### src/rtl/dnd_pkg.sv
// ----------------------------------------------------------------------------
// dnd_pkg
// Shared operation codes and the sideband word that travels with each item
// through the dual number pipeline.
// ----------------------------------------------------------------------------
package dnd_pkg;

	localparam logic [2:0] MODE_ADD = 3'd0;
	localparam logic [2:0] MODE_SUB = 3'd1;
	localparam logic [2:0] MODE_MUL = 3'd2;
	localparam logic [2:0] MODE_DIV = 3'd3;
	localparam logic [2:0] MODE_NEG = 3'd4;

	typedef struct packed {
		logic [2:0] mode;
		logic       lt;
		logic       eq;
		logic       last;
		logic       ovf;
		logic       dz;
		logic       qv_neg;
		logic       qg_neg;
		logic       qv_ovf;
		logic       qg_ovf;
	} side_t;

endpackage

### src/rtl/dnd_back.sv
// ----------------------------------------------------------------------------
// dnd_back
// Output register: saturates the quotients, picks the result for the mode
// and holds the finished word until it is taken.
// ----------------------------------------------------------------------------
module dnd_back import dnd_pkg::*; #(
	parameter int WORD_BITS = 32
) (
	input  logic                          clk,
	input  logic                          arst_n,
	input  logic                          en,
	input  logic                          vld_in,
	input  side_t                         side_in,
	input  logic [WORD_BITS-1:0]          rv_in,
	input  logic [WORD_BITS-1:0]          rg_in,
	input  logic [WORD_BITS-1:0]          qv,
	input  logic [WORD_BITS-1:0]          qg,
	output logic                          out_valid,
	output logic signed [WORD_BITS-1:0]   result_value,
	output logic signed [WORD_BITS-1:0]   result_grad,
	output logic                          a_less_than_b,
	output logic                          a_equals_b,
	output logic                          overflow,
	output logic                          divide_by_zero,
	output logic                          last_out
);

	localparam int W = WORD_BITS;
	localparam logic [W-1:0] MAXV = {1'b0, {(W-1){1'b1}}};
	localparam logic [W-1:0] MINV = {1'b1, {(W-1){1'b0}}};

	function automatic logic [W:0] sat_q(input logic neg, input logic [W-1:0] mag,
		input logic pre);
		logic [W:0] r;
		if (!neg) begin
			r = (pre || mag[W-1]) ? {1'b1, MAXV} : {1'b0, mag};
		end else begin
			r = (pre || mag > MINV) ? {1'b1, MINV} : {1'b0, ~mag + 1'b1};
		end
		return r;
	endfunction

	logic [W:0]   sv_c, sg_c;
	logic [W-1:0] val_c, grd_c;
	logic         ovf_c;

	logic         vld_q, lt_q, eq_q, ovf_q, dz_q, last_q;
	logic [W-1:0] val_q, grd_q;

	assign sv_c = sat_q(side_in.qv_neg, qv, side_in.qv_ovf);
	assign sg_c = sat_q(side_in.qg_neg, qg, side_in.qg_ovf);

	always_comb begin
		if (side_in.mode == MODE_DIV) begin
			val_c = sv_c[W-1:0];
			grd_c = sg_c[W-1:0];
			ovf_c = sv_c[W] | sg_c[W];
		end else begin
			val_c = rv_in;
			grd_c = rg_in;
			ovf_c = side_in.ovf;
		end
	end

	always_ff @(posedge clk or negedge arst_n) begin
		if (!arst_n) begin
			vld_q <= 1'b0;
		end else if (en) begin
			vld_q <= vld_in;
		end
	end

	always_ff @(posedge clk) begin
		if (en) begin
			val_q  <= val_c;
			grd_q  <= grd_c;
			lt_q   <= side_in.lt;
			eq_q   <= side_in.eq;
			ovf_q  <= ovf_c;
			dz_q   <= side_in.dz;
			last_q <= side_in.last;
		end
	end

	assign out_valid      = vld_q;
	assign result_value   = val_q;
	assign result_grad    = grd_q;
	assign a_less_than_b  = lt_q;
	assign a_equals_b     = eq_q;
	assign overflow       = ovf_q;
	assign divide_by_zero = dz_q;
	assign last_out       = last_q;

endmodule

### config.mk
export PLATFORM = sky130hd
export DESIGN_NAME = dnd_back
export DESIGN_NICKNAME = d
export VERILOG_FILES = /design/src/rtl/dnd_pkg.sv /design/src/rtl/dnd_back.sv
export SDC_FILE = /design/constraint.sdc
export NUM_CORES = 1
export LEC_CHECK = 0
export BUFFER_PORTS_ARGS = -buffer_cell sky130_fd_sc_hd__buf_2
export CORE_MARGIN = 2
export CORE_UTILIZATION = 44
export DETAILED_ROUTE_END_ITERATION = 10
export GPL_TIMING_DRIVEN = 0
export PLACE_DENSITY_LB_ADDON = 0.1
export SLEW_MARGIN = 10
export SYNTH_ARGS = -nofsm -noshare
export SYNTH_HDL_FRONTEND = slang
export SYNTH_SLANG_ARGS = --single-unit
### constraint.sdc
create_clock -name clk -period 0.9 [get_ports clk]
set_clock_uncertainty 0.2 [all_clocks]
set_input_delay 0.135 -clock clk [delete_from_list [all_inputs] [get_ports clk]]
set_output_delay 0.135 -clock clk [all_outputs]
set_load 0.01 [all_outputs]
==> results.cfg <==
[outcome]
violations = hold timing, setup timing
status = finished with violations

[route]
drt_iter0_markers = 385
dr_wl_met2_mm = 9.86
ant_nets = 0
top_layer = met4
drt-met1-wl_mm = 7.33
num_vias = 6076
routed_wl_mm = 19.7
viasPerCell = 6.21
drc_errors = 0
dr.pass1.iters = 5
route.met3.wl_mm = 1.65
routedWlPerCell_um = 20.2

[global_route]
grt_pass1_vias = 5809
grt_usage_pct = 32.3
grt_max_degree = 55
overflow = 0
antenna_found_initial = 0
grt_pass1_wl_mm = 29.5

[clock_tree]
cts.clk_slew.worst_paths_ns = 0.09
htreeDepth = 3
hold_buffers = 6
cts_root_buf = clkbuf_8
cts_tree = yes
clock_sinks = 70
ctsLongestPathBuffers = 2
clkLatencyLatePin_ns = 0.37
cts_buffers = 9

[synthesis]
synth_flop_cell = edfxtp_1
ys_types = 60
ys_warn_count = 0
syn_inst = 573
synth_edf_count = 69
yosysSeqAreaShare_pct = 43.0
syn_area_sq_um = 4880
synth_nets = 719
synth_seq_cells = 70
syn-mean-instance-area_sq_um = 8.52
synth_async_sr_flop_share_pct = 1.43

[finish]
final_common_cell = buf_2
multiInputGateArea_sq_um = 3350
seqCellArea_sq_um = 2100
layout_common_cells = buf_2, nor2_1, edfxtp_1
fin_nets = 980
final_util_pct = 71.4
drive_gt1_share_pct = 46.0
diodes = 0
syn2layout_area_growth_pct = 58.7
final_cells = 979
num-fill-cells = 841

[floorplan]
ioPinCount = 214
die_h_um = 109
rows = 38
die_w_um = 109
core_area_sq_um = 10800
die-area_sq_um = 11900
initial_utilization_pct = 45.0

[setup_path]
max_stage_delay_ns = 0.53
end_kind = flop
path_common_cell = or4_4
critPathMaxFanout = 7
crit_arrival_ns = 2.37
cp-start-kind = input pin
crit_chain = buf_2 -> or4_4 -> or4_4 -> or4_4 -> nor4b_4 -> xor2_1 -> a32oi_1
path_buf_inv = 1
crit_type = in -> reg
crit_path_start = qv[8]
critPathTopFamily = simple AND/OR/NAND/NOR gates
cp.required_ns = 0.81
critPathSlowestCell = or4_4
reg2reg_from = out_valid$_DFFE_PN0P_

[place]
placedCellCount = 923
hpwl_mm = 13.8
gp_congestion = 0.908
io_buffers = 209

[power_and_ir_drop]
p_total_uw = 9590
p_int_uw = 6780
switching_share_pct = 29.3
p_clk_share_pct = 33.0
p_leak_uw = 0.00293
p_per_area_nw_per_um2 = 1240
pwr-share-seq_pct = 41.7
pwr-share-comb_pct = 25.4
ir_drop_mv = 0.746
power.switching_uw = 2820

[timing]
worst_slew_pin_slew_ns = 0.848
slew_headroom_pct = 43.5
finalHoldViolations = 78
setup_viol = 136
setup_ws_ns = -1.56
rsz0062_at_grt = true
min_period_ns = 2.46
max_freq_mhz = 406
period_share_pct = 274
hold_ws_ns = -0.195
final_max_slew_viol_count = 0
setup_tns_ns = -99.49

[min_path]
min_from = vld_in
hold_class = in -> reg

[job]
maxCapViolCount = 0
## power by group through the flow
stage / registers (uW) / clock network (uW) / logic [uW]
after global placement: 4070 / 0 / 1980
final: 4000 / 3160 / 2430
after global routing: 4030 / 3300 / 2600
after detailed placement: 4070 / 0 / 2040
after floorplan: 4250 / 0 / 784
after CTS: 4000 / 3170 / 2300
## synth_stat cells (4+ instances only)
library cell / n / area, sq um
nor2_1: 85 / 319
edfxtp_1: 69 / 2070
a21oi_1: 60 / 300
nand2_1: 44 / 165
o21ai_0: 40 / 200
clkbuf_1: 32 / 120
a31oi_1: 25 / 156
nor3_1: 24 / 120
nor4_1: 18 / 113
o31ai_1: 16 / 120
or4_1: 15 / 113
nand3_1: 14 / 70.1
o22ai_1: 13 / 81.3
nand3b_1: 11 / 82.6
or3_1: 10 / 62.6
inv_1: 8 / 30.0
a211oi_1: 5 / 37.5
mux2i_1: 5 / 50.1
nand2b_1: 5 / 31.3
nand4b_1: 5 / 43.8
nor2b_1: 4 / 25.0
o221ai_1: 4 / 35.0
o311ai_0: 4 / 35.0
or2_2: 4 / 25.0
## worst paths after layout
path / to / slack [ns] / depth (start not counted)
max: result_value[31]$_DFFE_PP_ / -1.56 / 7
max reg2reg: out_valid$_DFFE_PN0P_ / -0.17 / 2
min: out_valid$_DFFE_PN0P_ / -0.19 / 2
min reg2reg: out_valid$_DFFE_PN0P_ / 0.41 / 2
min in group asynchronous: out_valid$_DFFE_PN0P_ / -0.12 / 2
max in group asynchronous: out_valid$_DFFE_PN0P_ / 0.54 / 2
## cells by family after synthesis
logic type / after synthesis / share of synthesized area, %
AND/OR/NAND/NOR: 254 / 26.8
AO/OA/AOI/OAI: 194 / 24.5
flip-flops: 70 / 43.0
buffers and inverters: 44 / 3.46
multiplexers: 6 / 1.26
XOR/XNOR: 3 / 0.539
adder cells (fa/ha/maj): 2 / 0.513
## metrics by stage
step	instance area [sq um]	worst slack [ns]
finish	7740	-1.56
floorplan	5260	-1.69
detailed placement	6510	-2.03
CTS	7520	-1.60
global route	7740	-1.60
global placement	6480	-2.05
## metal layers
| metal | track usage (%) | vias to the layer above |
|---|---|---|
| li1 | - | 2762 |
| met1 | 37.8 | 2868 |
| met2 | 55.9 | 370 |
| met3 | 5.57 | 76 |
| met4 | 18.3 | 0 |
| met5 | 0 | - |
## state kept, by name, indices dropped and copies added (netlist names)
| name | count |
|---|---|
| last_out | 1 |
| out_valid | 1 |
| result_value | 32 |
| divide_by_zero | 1 |
| a_equals_b | 1 |
| overflow | 1 |
| result_grad | 32 |
| a_less_than_b | 1 |
## final cells by class
cell class | count | share of cell area, %
tap | 140 | 2.26
clock inverter | 6 | 1.42
inverter | 8 | 0.840
multi-input combinational | 459 | 43.2
sequential | 70 | 27.1
clock buffer | 10 | 1.65
buffer | 36 | 2.76
timing repair buffer | 250 | 20.8
## what timing repair did
item / 4_1_cts / 5_1_grt
resized for setup: 110 / 45
endpoints found under the setup margin: 136 / 158
gates cloned: 2 / 1
buffers inserted: 29 / 5
endpoints found under the hold margin: 83 / 75
pin swaps: 47 / 34
Note: power is estimated with default switching activity, not from simulation.
